$ cat src/rtl/a85_pkg.sv
`timescale 1ns / 1ps

package a85_pkg;

   // One request: a byte slot plus the end marker.
   typedef struct packed {
      logic [7:0] data_byte;
      logic       has_byte;
      logic       end_of_stream;
   } req_type;

   // One response: a single encoded character.
   typedef struct packed {
      logic [6:0] out_char;
      logic       last_char;
   } rsp_type;

   // Character source selected for the output register.
   localparam logic [1:0] SEL_DIGIT = 2'd0;
   localparam logic [1:0] SEL_Z     = 2'd1;
   localparam logic [1:0] SEL_TILDE = 2'd2;
   localparam logic [1:0] SEL_GT    = 2'd3;

   // Commands from the controller to the datapath.
   typedef struct packed {
      logic       accept;
      logic       load_flush;
      logic       mul;
      logic       div;
      logic       emit;
      logic [1:0] emit_sel;
   } cmd_type;

   // Status from the datapath to the controller.
   typedef struct packed {
      logic req_eos;
      logic full_hit;
      logic block_zero;
      logic grp_empty;
      logic div_last;
      logic emit_last;
      logic out_free;
   } sts_type;

   // Reciprocal of 85 for a 32-bit dividend: q = (v * RECIP_85) >> RECIP_SHIFT.
   localparam logic [31:0] RECIP_85    = 32'hC0C0_C0C1;
   localparam int          RECIP_SHIFT = 38;
   localparam logic [31:0] BASE        = 32'd85;

   // Character codes.
   localparam logic [6:0] CHAR_OFFSET = 7'd33;
   localparam logic [6:0] CHAR_Z      = 7'h7A;
   localparam logic [6:0] CHAR_TILDE  = 7'h7E;
   localparam logic [6:0] CHAR_GT     = 7'h3E;

   // Digit positions: five base-85 digits per group, index 4 is most significant.
   localparam logic [2:0] DIG_TOP = 3'd4;

endpackage

$ cat src/rtl/ascii85_stream_encoder.sv
`timescale 1ns / 1ps
//  Channel  Direction  Handshake              Payload
//  req_     in         req_valid/req_ready    req_type: data_byte, has_byte, end_of_stream
//  rsp_     out        rsp_valid/rsp_ready    rsp_type: out_char, last_char
//
//  A request that does not complete a group or end the stream leaves the block idle.
//  A completed group is converted in five multiply/remainder steps, one per base-85 digit,
//  and then emits one character per cycle while the output is free (all zeros: just z).
//  The end flush first converts a leftover group, if there is one, and emits its digits,
//  then emits "~>", one character per cycle while the output is free.
//  Synchronous active-high reset clears the group and returns to idle.
//  A stalled response holds in the output register; the sequencer waits on it.

module ascii85_stream_encoder import a85_pkg::*; (
   input  logic    clock,
   input  logic    reset,
   input  logic    req_valid,
   output logic    req_ready,
   input  req_type req_data,
   output logic    rsp_valid,
   input  logic    rsp_ready,
   output rsp_type rsp_data
);

   cmd_type cmd;
   sts_type sts;

   a85_ctrl u_ctrl (
      .clock     (clock),
      .reset     (reset),
      .req_valid (req_valid),
      .req_ready (req_ready),
      .sts       (sts),
      .cmd       (cmd)
   );

   a85_dpath u_dpath (
      .clock     (clock),
      .reset     (reset),
      .req_data  (req_data),
      .cmd       (cmd),
      .sts       (sts),
      .rsp_ready (rsp_ready),
      .rsp_valid (rsp_valid),
      .rsp_data  (rsp_data)
   );

   // The end-of-stream marker is only ever sent on the terminator's closing character.
   a_last_is_gt: assert property (@(posedge clock) disable iff (reset)
      (rsp_valid && rsp_data.last_char) |-> (rsp_data.out_char == CHAR_GT))
      else $error("last_char set on a character other than the terminator");

   // The end of the stream always leaves the block busy: a completed group is converted first, then the flush.
   a_eos_busy: assert property (@(posedge clock) disable iff (reset)
      (req_valid && req_ready && req_data.end_of_stream) |=> !req_ready)
      else $error("request taken while the end of stream is being flushed");

   // A completed group starts its output work right away.
   a_group_busy: assert property (@(posedge clock) disable iff (reset)
      (cmd.accept && sts.full_hit) |=> !req_ready)
      else $error("request taken while a completed group is pending");

endmodule

$ cat src/rtl/a85_dpath.sv
`timescale 1ns / 1ps

module a85_dpath import a85_pkg::*; (
   input  logic    clock,
   input  logic    reset,
   input  req_type req_data,
   input  cmd_type cmd,
   output sts_type sts,
   input  logic    rsp_ready,
   output logic    rsp_valid,
   output rsp_type rsp_data
);

   logic [23:0] grp_bytes_ff, grp_bytes_in;
   logic [1:0]  grp_cnt_ff, grp_cnt_in;
   logic [31:0] conv_ff, conv_in;
   logic [63:0] prod_ff, prod_in;
   logic [6:0]  dig_ff [0:4];
   logic [6:0]  dig_in [0:4];
   logic [2:0]  div_idx_ff, div_idx_in;
   logic [2:0]  emit_idx_ff, emit_idx_in;
   logic [2:0]  stop_idx_ff, stop_idx_in;
   logic        rsp_valid_ff, rsp_valid_in;
   rsp_type     rsp_data_ff, rsp_data_in;

   logic [31:0] full_block;
   logic [31:0] pad_block;
   logic [25:0] quo;
   logic [31:0] rem_wide;
   logic [6:0]  digit;
   logic        out_free;

   // The completed group and the zero-padded partial group.
   assign full_block = {grp_bytes_ff, req_data.data_byte};

   always_comb begin
      case (grp_cnt_ff)
         2'd1:    pad_block = {grp_bytes_ff[7:0], 24'd0};
         2'd2:    pad_block = {grp_bytes_ff[15:0], 16'd0};
         2'd3:    pad_block = {grp_bytes_ff, 8'd0};
         default: pad_block = 32'd0;
      endcase
   end

   // Quotient from the registered reciprocal product, then the remainder.
   assign quo      = prod_ff[RECIP_SHIFT +: 26];
   assign rem_wide = conv_ff - ({6'd0, quo} * BASE);
   assign digit    = rem_wide[6:0];

   assign out_free = !rsp_valid_ff || rsp_ready;

   // Group accumulation, conversion and digit bookkeeping.
   always_comb begin
      grp_bytes_in = grp_bytes_ff;
      grp_cnt_in   = grp_cnt_ff;
      conv_in      = conv_ff;
      prod_in      = prod_ff;
      div_idx_in   = div_idx_ff;
      emit_idx_in  = emit_idx_ff;
      stop_idx_in  = stop_idx_ff;
      for (int k = 0; k < 5; k++) begin
         dig_in[k] = dig_ff[k];
      end

      if (cmd.accept && req_data.has_byte) begin
         if (grp_cnt_ff == 2'd3) begin
            conv_in      = full_block;
            grp_bytes_in = 24'd0;
            grp_cnt_in   = 2'd0;
            div_idx_in   = 3'd0;
            emit_idx_in  = DIG_TOP;
            stop_idx_in  = 3'd0;
         end else begin
            grp_bytes_in = {grp_bytes_ff[15:0], req_data.data_byte};
            grp_cnt_in   = grp_cnt_ff + 2'd1;
         end
      end

      if (cmd.load_flush) begin
         conv_in      = pad_block;
         grp_bytes_in = 24'd0;
         grp_cnt_in   = 2'd0;
         div_idx_in   = 3'd0;
         emit_idx_in  = DIG_TOP;
         stop_idx_in  = DIG_TOP - {1'b0, grp_cnt_ff};
      end

      if (cmd.mul) begin
         prod_in = {32'd0, conv_ff} * {32'd0, RECIP_85};
      end

      if (cmd.div) begin
         dig_in[div_idx_ff] = digit;
         conv_in            = {6'd0, quo};
         div_idx_in         = div_idx_ff + 3'd1;
      end

      if (cmd.emit && out_free && (cmd.emit_sel == SEL_DIGIT)) begin
         emit_idx_in = emit_idx_ff - 3'd1;
      end
   end

   // Output register: loads when empty or being drained.
   always_comb begin
      rsp_valid_in = rsp_valid_ff;
      rsp_data_in  = rsp_data_ff;
      if (cmd.emit && out_free) begin
         rsp_valid_in = 1'b1;
         unique case (cmd.emit_sel)
            SEL_DIGIT: rsp_data_in = '{out_char: dig_ff[emit_idx_ff] + CHAR_OFFSET,
                                       last_char: 1'b0};
            SEL_Z:     rsp_data_in = '{out_char: CHAR_Z, last_char: 1'b0};
            SEL_TILDE: rsp_data_in = '{out_char: CHAR_TILDE, last_char: 1'b0};
            SEL_GT:    rsp_data_in = '{out_char: CHAR_GT, last_char: 1'b1};
         endcase
      end else if (rsp_ready) begin
         rsp_valid_in = 1'b0;
      end
   end

   always_ff @(posedge clock) begin
      if (reset) begin
         grp_bytes_ff <= 24'd0;
         grp_cnt_ff   <= 2'd0;
         rsp_valid_ff <= 1'b0;
      end else begin
         grp_bytes_ff <= grp_bytes_in;
         grp_cnt_ff   <= grp_cnt_in;
         rsp_valid_ff <= rsp_valid_in;
      end
   end

   always_ff @(posedge clock) begin
      conv_ff     <= conv_in;
      prod_ff     <= prod_in;
      div_idx_ff  <= div_idx_in;
      emit_idx_ff <= emit_idx_in;
      stop_idx_ff <= stop_idx_in;
      rsp_data_ff <= rsp_data_in;
      for (int k = 0; k < 5; k++) begin
         dig_ff[k] <= dig_in[k];
      end
   end

   // Status back to the controller.
   assign sts = '{req_eos:    req_data.end_of_stream,
                  full_hit:   req_data.has_byte && (grp_cnt_ff == 2'd3),
                  block_zero: (full_block == 32'd0),
                  grp_empty:  (grp_cnt_ff == 2'd0),
                  div_last:   (div_idx_ff == DIG_TOP),
                  emit_last:  (emit_idx_ff == stop_idx_ff),
                  out_free:   out_free};

   assign rsp_valid = rsp_valid_ff;
   assign rsp_data  = rsp_data_ff;

endmodule

$ cat src/rtl/a85_ctrl.sv
`timescale 1ns / 1ps

module a85_ctrl import a85_pkg::*; (
   input  logic    clock,
   input  logic    reset,
   input  logic    req_valid,
   output logic    req_ready,
   input  sts_type sts,
   output cmd_type cmd
);

   localparam logic [2:0] S_IDLE  = 3'd0;
   localparam logic [2:0] S_FLUSH = 3'd1;
   localparam logic [2:0] S_MUL   = 3'd2;
   localparam logic [2:0] S_DIV   = 3'd3;
   localparam logic [2:0] S_EMIT  = 3'd4;
   localparam logic [2:0] S_ZCHAR = 3'd5;
   localparam logic [2:0] S_TILDE = 3'd6;
   localparam logic [2:0] S_GT    = 3'd7;

   logic [2:0] state_ff, state_in;
   logic       eos_ff, eos_in;
   logic       accept;

   assign req_ready = (state_ff == S_IDLE);
   assign accept    = req_valid && req_ready;

   // Next state and commands.
   always_comb begin
      state_in = state_ff;
      eos_in   = eos_ff;
      cmd      = '0;
      unique case (state_ff)
         S_IDLE: begin
            cmd.accept = accept;
            if (accept) begin
               eos_in = sts.req_eos;
               if (sts.full_hit) begin
                  state_in = sts.block_zero ? S_ZCHAR : S_MUL;
               end else if (sts.req_eos) begin
                  state_in = S_FLUSH;
               end
            end
         end
         S_FLUSH: begin
            // A leftover partial group is converted; otherwise only the terminator.
            if (sts.grp_empty) begin
               state_in = S_TILDE;
            end else begin
               cmd.load_flush = 1'b1;
               state_in       = S_MUL;
            end
         end
         S_MUL: begin
            cmd.mul  = 1'b1;
            state_in = S_DIV;
         end
         S_DIV: begin
            cmd.div  = 1'b1;
            state_in = sts.div_last ? S_EMIT : S_MUL;
         end
         S_EMIT: begin
            cmd.emit     = 1'b1;
            cmd.emit_sel = SEL_DIGIT;
            if (sts.out_free && sts.emit_last) begin
               state_in = eos_ff ? S_FLUSH : S_IDLE;
            end
         end
         S_ZCHAR: begin
            cmd.emit     = 1'b1;
            cmd.emit_sel = SEL_Z;
            if (sts.out_free) begin
               state_in = eos_ff ? S_FLUSH : S_IDLE;
            end
         end
         S_TILDE: begin
            cmd.emit     = 1'b1;
            cmd.emit_sel = SEL_TILDE;
            if (sts.out_free) begin
               state_in = S_GT;
            end
         end
         S_GT: begin
            cmd.emit     = 1'b1;
            cmd.emit_sel = SEL_GT;
            if (sts.out_free) begin
               eos_in   = 1'b0;
               state_in = S_IDLE;
            end
         end
      endcase
   end

   always_ff @(posedge clock) begin
      if (reset) begin
         state_ff <= S_IDLE;
         eos_ff   <= 1'b0;
      end else begin
         state_ff <= state_in;
         eos_ff   <= eos_in;
      end
   end

endmodule
$ cat config.mk
export PLATFORM = sky130hd
export DESIGN_NAME = ascii85_stream_encoder
export DESIGN_NICKNAME = d
export VERILOG_FILES = /design/src/rtl/a85_pkg.sv /design/src/rtl/ascii85_stream_encoder.sv /design/src/rtl/a85_dpath.sv /design/src/rtl/a85_ctrl.sv
export SDC_FILE = /design/constraint.sdc
export NUM_CORES = 1
export LEC_CHECK = 0
export BUFFER_PORTS_ARGS = -buffer_cell sky130_fd_sc_hd__buf_2
export CAP_MARGIN = 20
export CORE_MARGIN = 2
export CORE_UTILIZATION = 55
export CTS_CLUSTER_SIZE = 24
export DETAILED_ROUTE_END_ITERATION = 7
export PLACE_DENSITY = 0.81
export SYNTH_ARGS = -nofsm -noshare
export SYNTH_HDL_FRONTEND = slang
export SYNTH_HIERARCHICAL = 1
export SYNTH_SLANG_ARGS = --single-unit
$ cat constraint.sdc
create_clock -name clock -period 6.2 [get_ports clock]
set_clock_uncertainty 0.2 [all_clocks]
set_input_delay 0.93 -clock clock [delete_from_list [all_inputs] [get_ports clock]]
set_output_delay 0.93 -clock clock [all_outputs]
set_load 0.005 [all_outputs]
Word level (Yosys, flattened, before mapping)
Memory sizes are Yosys's and may differ from the RTL's. A register that Yosys moved wholly into a read port is not among the register bits.
Cells that the tools add are included.
- register bits: 144
- bits in writable memories: 35
- input bits: 14
- output and inout port bits: 10
- word-level logic and storage cells: 118
- memories kept: 1
- memory list (memory ; words ; width ; rd ports ; clocked after memory_dff ; wr ports ; line ; text):
    u_dpath.dig_ff ; 5 ; 7 ; 6 ; 1 ; 5 ; a85_dpath.sv:18 ; logic [6:0] dig_ff [0:4];
- add/sub/neg operators: 6
- multiply operators: 2
- $lt $le $gt $ge: 2
- equality and inequality tests: 21
- mux-type cells: 45
- bitwise operators: 1
- reduce and logical (&&, ||, !) cells: 27
- operators with widths (kind ; count):
    32-bit 2-to-1 mux ; 3
    32-bit one-hot mux with 3 select lines ; 1
    32-bit by 32-bit multiplier with 64-bit output (second input constant) ; 1
    3-bit 2-to-1 mux ; 20
    35-bit bitwise mux ; 1
    35-bit 2-to-1 mux ; 1
    32-bit logical NOT ; 1
    8-bit one-hot mux with 4 select lines ; 1
    26-bit by 7-bit multiplier with 7-bit output (second input constant) ; 1
    26-bit 2-to-1 mux ; 1
    24-bit 2-to-1 mux ; 1
    3-bit one-hot mux with 8 select lines ; 1
    7-bit demux with 3-bit select ; 1
    3-bit equality test (second input constant) ; 5
    3-bit one-hot mux with 4 select lines ; 1
    3-bit nonzero test ; 4
    1-bit 2-to-1 mux ; 10
    2-bit equality test (second input constant) ; 4
    2-bit by 1-bit inequality test with 1-bit output (second input constant) ; 4
    2-bit nonzero test ; 4
    7-bit by 6-bit adder with 7-bit output (second input constant) ; 1
    1-bit logical AND ; 7
    7-bit 2-to-1 mux ; 1
    7-bit subtractor ; 1
    23 further kinds ; 28

Longest topological paths before layout
Gate-level depths: netlist (run 1).
- word-level depth: 8
- depth in mapped cells: 23
- gate-level depth less buffers: 22

Hierarchy
Netlist (run 1), hierarchy kept.
- by module, submodules not included (module ; instances ; cells each ; area each (µm²) ; seq. area each (µm²)):
    a85_dpath ; 1 ; 1618 ; 16439.5 ; 3843.7
    a85_ctrl ; 1 ; 45 ; 360.3 ; 80.1

Worst setup path before layout (run 1)
Ideal clock, no wire load.
- path kind: register to register
- start: register u_dpath.conv_ff[10]
- end: register u_dpath.prod_ff[62], data pin
- library setup time: 0.136 ns
- arrival: 6.007 ns
- data required time: 5.864 ns
- setup slack: -0.142 ns
- stages on the path, launching flop included: 22
- buffers on the path: 1
- period minus slack after synthesis: 6.342 ns
- cell sequence: edfxtp_1 ha_1 ha_1 fa_1 fa_1 inv_1 fa_1 inv_1 fa_1 fa_1 ha_1 ha_1 clkbuf_1 a21oi_1 o21ai_0 a21oi_1 nor2_1 a21oi_1 o211ai_2 a311o_1 a311o_1 nand3_1
- longest elaborated chain between the ends: 1
- ends and longest elaborated chain (item ; line ; text):
    start, declared ; a85_dpath.sv:16 ; logic [31:0] conv_ff, conv_in;
    start signal, assigned ; a85_dpath.sv:134 ; conv_ff <= conv_in;
    32-bit by 32-bit multiplier with 64-bit output ; a85_dpath.sv:89 ; prod_in = {32'd0, conv_ff} * {32'd0, RECIP_85};
    end signal, assigned ; a85_dpath.sv:135 ; prod_ff <= prod_in;
    end, declared ; a85_dpath.sv:17 ; logic [63:0] prod_ff, prod_in;
Every way passes these cells.
A chain may end at the register's enable or synchronous reset.

Worst setup path in the final report (run 1)
- start: register u_dpath.conv_ff[6]
- end: register u_dpath.prod_ff[62], data pin
Same word-level chain as after synthesis.

==> results of run 1 <==
## how the worst max path moves through the flow
stage | to | slack, ns | cells after the start
floorplan | u_dpath/prod_ff[62] | -0.007 | 21
global placement | u_dpath/prod_ff[62] | -0.53 | 22
detailed placement | u_dpath/prod_ff[63] | -0.68 | 23
CTS | u_dpath/prod_ff[57] | -0.1 | 22
global route | u_dpath/prod_ff[62] | -0.46 | 23
finish | u_dpath/prod_ff[62] | -0.35 | 22
## tightest hold or removal path, stage by stage (launching register included)
cell and delay, ns:
sky130_fd_sc_hd__dfxtp_1 0.32, sky130_fd_sc_hd__nand2_1 0.07, sky130_fd_sc_hd__a311oi_1 0.08
## repair_timing
item,4_1_cts,5_1_grt
buffers inserted,30,17
gates resized for setup,153,84
setup endpoints to repair,25,26
hold buffers,0,0
pin swaps,135,59
## Yosys cell counts (all sizes together) (3+ instances only)
cell,count
a211oi,3
a21o,14
a21oi,91
a22oi,16
a311o,3
a311oi,8
a31oi,9
and2,16
and3,9
buf,10
clkbuf,31
dfxtp,40
edfxtp,104
fa,171
ha,340
inv,364
mux2i,7
mux4,7
nand2,96
nand2b,14
nand3,17
nand4,12
nor2,65
nor2b,6
nor3,13
nor3b,25
nor4,10
o211ai,6
o21a,3
o21ai,60
o21bai,11
o22ai,4
xnor2,38
xor2,16
## routing by layer
metal / vias to the layer above / track usage / share of wire / wire length [microns]
met5: - / 0 / 0 / 0
met3: 259 / 0.0517 / 0.068 / 3580
met1: 6655 / 0.389 / 0.37 / 19600
met2: 753 / 0.553 / 0.48 / 25400
li1: 6019 / - / - / -
met4: 0 / 0.158 / 0.075 / 3940
## kinds of logic after synthesis
group,share of synthesized area
xor+xnor,0.0282
buf+inv,0.0926
simple gates,0.0846
fa+ha+maj,0.457
flops,0.234
mux,0.0149
compound gates,0.0891
## registers in the layout, summed over array words and instances (netlist names), named ones only
| register | flops |
|---|---|
| u_dpath/dig_ff | 35 |
| u_dpath/conv_ff | 32 |
| u_dpath/grp_bytes_ff | 24 |
| u_dpath/prod_ff | 26 |
| u_dpath/rsp_data | 8 |
| u_dpath/grp_cnt_ff | 2 |
| u_dpath/rsp_valid | 1 |
| u_ctrl/state_ff | 3 |
| u_dpath/emit_idx_ff | 3 |
| u_dpath/div_idx_ff | 3 |
| u_dpath/stop_idx_ff | 3 |
| u_ctrl/eos_ff | 1 |
## metrics by stage
stage | utilization | setup TNS (ns) | cells
global route | 0.713 | -7.39 | 2301
CTS | 0.692 | -0.392 | 2286
detailed placement | 0.626 | -12.16 | 2226
finish | 0.713 | -4.64 | 2301
global placement | 0.626 | -9.05 | 2226
floorplan | - | -0.00750 | 1663
## area by class of cell
class                      count  share of cell area
sequential                   144               0.184
multi-input combinational   1113               0.609
tap                          390              0.0229
clock inverter                12             0.00752
inverter                     364              0.0642
clock buffer                  20              0.0215
timing repair buffer         258              0.0908
==> summary by stage, run 1 <==
Timing
The final worst slack is -0.347 ns. The max-slew violation count is 0. Measured against its own limit, the worst slew margin works out to 0.302. Setup repair after global routing could not meet its margin everywhere. The clock period minus final worst setup slack is 6.55 ns. The maximum clock frequency is 0.153 GHz. In the finished design, the share of the clock period the worst path needs comes to 1.06. The hold violation count in the final report was 0. On the final layout, the worst hold slack is approximately 0.33 ns. Setup violations remaining at the end of the flow were counted as 22. At the pin with the least slew margin, the transition time is 1.05 ns.

Critical path
The category of the worst setup path launch point is a register. The reg2reg setup slack is -0.35 ns. The worst register-to-register path ends at u_dpath/prod_ff[62]. On the critical path, the stage with the largest delay is an instance of sky130_fd_sc_hd__fa_1. The nature of the critical path endpoint is a register. The start point of the critical path is u_dpath/conv_ff[6]. The highest net fanout along the worst path is 5. The signal arrival time at the worst endpoint is roughly 6.6 ns.

The data required time of the critical path is approximately 6.3 ns. The critical path class is reg -> reg. On the worst path, the slowest cell contributes a delay of 0.56 ns. The kind of cell adding the most delay to the critical path is adder cells. The cell that appears most often on the critical path is sky130_fd_sc_hd__fa_1. The number of buffers and inverters on the critical path is 4. The startpoint identified for the worst register-to-register timing path is u_dpath/conv_ff[6].

Traced cell by cell, the critical path runs through ha_4 > ha_4 > inv_1 > fa_1 > inv_1 > fa_1 > inv_1 > fa_1 > fa_1 > fa_1 > inv_1 > ha_2 > ha_4 > a21oi_2 > nor2b_2 > o21ai_1 > o211ai_1 > a21oi_4 > o211ai_2 > a311o_1 > a311o_1 > nand3_1. Counting cells, the worst reg-to-reg path comes to 22.

Finish
The number of fillers in the final layout is 1892. The net total in the final layout is around 2400. With fillers left out, the area of the finished cells amounts to about 21000 sq um. The most common cell after layout, fill and taps aside is sky130_fd_sc_hd__inv_1.

Summing all multi-input logic gate instances after layout gives roughly 13000 sq um. The number of antenna diodes in the final layout is 0. The combined flip-flop and latch cell area is between 3000 and 4000 sq um. Of the cells placed in the final design, the portion with a size suffix greater than 1 is 0.265. In the layout the commonest cells are 348 x sky130_fd_sc_hd__inv_1, 243 x sky130_fd_sc_hd__ha_1, 218 x sky130_fd_sc_hd__buf_4.

Relative to the synthesized area, the layout overhead comes to 26.7%.

Synthesis
Ranked by total cell area, the synthesized netlist is headed by sky130_fd_sc_hd__ha_1 25%, sky130_fd_sc_hd__fa_1 20%, sky130_fd_sc_hd__edfxtp_1 19%, sky130_fd_sc_hd__inv_1 8.1%, sky130_fd_sc_hd__dfxtp_1 4.8%. Yosys printed 6 warnings. The dominant register cell in the synthesized netlist is sky130_fd_sc_hd__edfxtp_1. The average cell area after synthesis is between 10 and 15 sq um. In this run, synthesis inferred between 100 and 150 flip-flops with an integrated enable. The synthesized netlist contains 64 unique library cells.

The largest total area in the synthesized netlist belongs to sky130_fd_sc_hd__ha_1. The cell area that synthesis handed to floorplanning was around 17000 sq um. The number of nets produced by synthesis is between 2000 and 2500. Of all flip-flops after synthesis, the portion carrying an async set or reset was 0. The register bit count reported by yosys is approximately 140. The gate count of the mapped netlist is roughly 1700. The share of the synthesized area in the top cell type is 0.253. The sequential cell area fraction in the yosys report is 0.234.

Clock tree
The number of buffers added by the clock tree synthesis step is 17. The worst-case clock buffer depth is 2. The worst-skew pair later-pin latency is 0.43 ns. The clock transition at the registers of the reported paths is ~0.06 ns. The cell sitting at the root of the clock tree is a sky130_fd_sc_hd__clkbuf_16.

The H-tree depth is 4. TritonCTS built the clock tree. The number of clock sinks is between 100 and 150.

Drt
The count of nets left with antenna violations once routing finished came out at 0. The first routing iteration left about 1400 violations. After detailed routing, the number of remaining DRC violations is 0. The number of optimization iterations in the first detailed-route pass is 7. The routed design has about 53000 microns of wire. Summing over every cut layer, the via total after detailed routing is 13686. After detailed routing, the number of vias per cell comes to around 6. The routed length per placed instance is around 23 microns.

Floorplanning
For this configuration, the core starts out at a cell density of 0.562. The number of standard-cell rows in the floorplan is between 60 and 70. The width of the chip is ~180 microns. The total area inside the core boundary comes to 29900 sq um. The die footprint is 32000 sq um. The vertical extent of the die is ~180 microns. 24 I/O pins were placed.

Outcome
The final reports fail on negative setup slack. The run finished, with violations left.

Placement
The wire-length estimate of the detail-placed layout is around 37000 microns. Buffers placed on the I/O ports in this run total 23. The pre-CTS setup slack is -0.676 ns. The area after detailed placement is roughly 19000 sq um. The routability congestion estimate from global placement is roughly 0.99.

GRT
The first global-routing pass estimated 77400 microns of wire. Entering global routing, the biggest net connects 64 pins. For this run the aggregate overflow at the end of global routing stands at 0. The total global routing track utilization is 0.320.

The via count of the first global-routing pass is around 14000. The number of antenna violations at the first check in global routing came to 0.

Min path
The cell count of the worst hold path is 2. The worst hold path startpoint is u_dpath/grp_bytes_ff[18]. The worst hold path terminates at u_dpath/conv_ff[26]. The path class of the tightest hold or removal check is reg -> reg.

Run
The number of max-cap violations is 0.
Power of run 1 is left out: the tool's default activity adds up to more than one toggle a clock period on the data nets, which glitch-free logic cannot reach.
==> inputs of run 2 (changes only) <==
Settings changed: PLACE_DENSITY 0.81 to 0.78.
Clock period 6.2 ns to 8.4 ns, I/O delays scaled along.
==> run 2 against run 1 <==
Net effect:
- the run now ends clean
- non-clock buffer count down 229
- via count down 15%
- die area unchanged
- core utilization down 12 points
- cell area down 16%
- cell count down 10%
- flip-flop and latch count unchanged
- global-route usage down 4.6 points
- register-to-register slack better by 1.5 ns
- routed wire length down 22%
- critical path depth unchanged
==> summary by stage, run 2 (synthesis results as in run 1) <==
Finish
The proportion of layout cells with a drive suffix above 1 is 0.0505 (-0.215). Counting flops per register, the top entry is u_dpath/dig_ff. The count of inserted antenna diode cells is 0 (unchanged). The net total in the final layout came to 2194 (-9.5%). The library cells used most frequently in the layout, excluding fill and tap cells, are 364 x sky130_fd_sc_hd__inv_1, 340 x sky130_fd_sc_hd__ha_1, 171 x sky130_fd_sc_hd__fa_1. The core utilization of the finished layout is 0.597 (-0.116).

The flip-flop count of the largest register, all copies and words added is 35 (unchanged). The final cell count without fillers is 2072 (-10%). The relative area change from synthesis to final layout is 6.14%. The largest registers in the layout are u_dpath/dig_ff: 35 flops, u_dpath/conv_ff: 32 flops, u_dpath/prod_ff: 26 flops. The most common cell after layout, fill and taps aside is sky130_fd_sc_hd__inv_1.

Drt
The mean number of vias per cell is 5.61 (-5.7%). The count of unresolved DRC violations after routing came to 0 (unchanged). The sum of routed wire length over all layers is 41200 microns (-22%). The violation count after the first detailed-route iteration is 821 (-42%). The total number of vias is 11626 (-15%).

The routed length per placed instance was 19.9 microns (-13%). The number of routed nets with antenna violations is 0 (unchanged). The number of optimization iterations in the first detailed-route pass came to 5 (-2).

Critical path
The critical path class is reg -> reg. The nature of the critical path endpoint is a register. The critical path goes through ha_1 > ha_1 > inv_1 > fa_1 > inv_1 > fa_1 > inv_1 > fa_1 > fa_1 > fa_1 > inv_1 > ha_1 > ha_1 > a21oi_1 > nor2b_1 > o21ai_0 > o211ai_1 > a21oi_2 > o211ai_2 > a311o_1 > a311o_1 > nand3_1. The data required time of the critical path was 8.50 ns (+2.21 ns). The highest net fanout along the worst path is 5 (unchanged). The reg2reg setup slack is 1.14 ns (+1.48 ns). The delay contributed by the slowest stage of the critical path is 0.55 ns (about the same). The signal arrival time at the worst endpoint is 7.36 ns (+0.72 ns). Among all stages on the critical path, the largest delay is contributed by sky130_fd_sc_hd__fa_1. STA classifies the critical path startpoint as a register. The most numerous cell type found on the critical path is sky130_fd_sc_hd__fa_1.

Timing
The max-slew violation count was 0 (unchanged). The slew of the pin with the lowest slew margin is 1.10 ns (+0.0565 ns). The hold violation count in the final report is 0 (unchanged). The total setup violations reported at the end of the flow is 0 (-100%). The final hold slack is 0.301 ns (-0.0260 ns).

The tightest slew margin relative to the limit is 0.259 (-0.0433). The clock period minus final worst setup slack was 7.26 ns (+0.716 ns). The maximum clock frequency came to 0.138 GHz (-9.9%).

Setup repair after global routing left no endpoint under its margin. The ratio of final minimum period to clock period is 0.865 (-0.191). The setup total negative slack was 0 ns (+4.64 ns).

Clock tree
The number of buffers added by the clock tree synthesis step was 17 (unchanged). The number of clock sinks was 144 (unchanged). The worst-case clock buffer depth is 2 (unchanged).

The root buffer cell chosen for the clock tree is sky130_fd_sc_hd__clkbuf_16. The clock transition at the registers of the reported paths is 0.07 ns (about the same). The H-tree depth is 4 (unchanged).

The hold buffer count at cts is 0 (unchanged). The TritonCTS clock tree is done. The worst-skew pair later-pin latency is 0.43 ns (about the same). The post-cts repair resize count is 0 (-100%). The number of setup buffers added after CTS is 0 (-100%).

Floorplanning
The width of the chip is 179 microns (unchanged). The placeable core area is 29900 sq um (unchanged). The number of standard-cell rows in the floorplan is 63 (unchanged). The starting density of the core was 0.562 (unchanged).

The vertical extent of the die is 179 microns (unchanged). The number of top-level pins is 24 (unchanged). The die footprint is 32000 sq um (unchanged).

GRT
The largest net degree at the start of global routing is 64 (unchanged). The via count of the first global-routing pass is 12159 (-16%). The total global routing track utilization is 0.275 (-0.0456). The number of antenna violations at the first check in global routing is 1 (+1). The global-route wire length before repair is 65900 microns (-15%).

The total congestion overflow was 0 (unchanged).

Run
The number of max-cap violations is 0 (unchanged).

Placement
The half-perimeter wire length after detailed placement came to 34900 microns (-4.7%). The number of I/O port buffers is 23 (unchanged). The routability congestion estimate from global placement is 1.06 (+7.4%).

The number of instances in the placed design came to 2039 (-8.4%).

Min path
The tightest min-delay check is of the reg -> reg type.

Outcome
The flow ran to the end, and the final reports show no timing, DRC or antenna violations.
run 2: final timing paths:
| kind | start | to | cells past startpoint |
|---|---|---|---|
| max | u_dpath/conv_ff[6] | u_dpath/prod_ff[62] | 22 |
| min | u_dpath/grp_bytes_ff[21] | u_dpath/conv_ff[29] | 2 |
| max reg2reg | u_dpath/conv_ff[6] | u_dpath/prod_ff[62] | 22 |
| min reg2reg | u_dpath/grp_bytes_ff[21] | u_dpath/conv_ff[29] | 2 |
run 2: metrics by stage:
step / instance area, sq um / setup WS, ns
2_1_floorplan: 16800 / 2.06
3_3_place_gp: 17300 / 1.21
3_5_place_dp: 17300 / 1.22
4_1_cts: 17800 / 1.19
5_1_grt: 17800 / 0.935
6_report: 17800 / 1.14
run 2: area by class of cell:
| cell class | count | area, sq um |
|---|---|---|
| clock buffer | 19 | 455 |
| multi-input combinational | 1113 | 11300 |
| tap | 390 | 488 |
| timing repair buffer | 29 | 160 |
| fill | 2465 | 12000 |
| clock inverter | 13 | 111 |
| inverter | 364 | 1370 |
| sequential | 144 | 3920 |
run 2: metal layers:
| layer | vias up | track usage | share of wire |
|---|---|---|---|
| met5 | - | 0 | 0.00032 |
| met4 | 2 | 0.108 | 0.040 |
| met3 | 83 | 0.0530 | 0.056 |
| met2 | 340 | 0.458 | 0.49 |
| met1 | 5647 | 0.353 | 0.42 |
| li1 | 5554 | - | - |
run 2: critical path: cells and delay by family, from the launching register on:
family	cells	cell delay, ns
buffers and inverters	4	0.25
adders and majority gates	9	3.99
AOI/OAI and AO/OA	7	2.00
DFF	1	0.51
and+or+nand+nor	2	0.19
Power of run 2 is left out for the same reason.
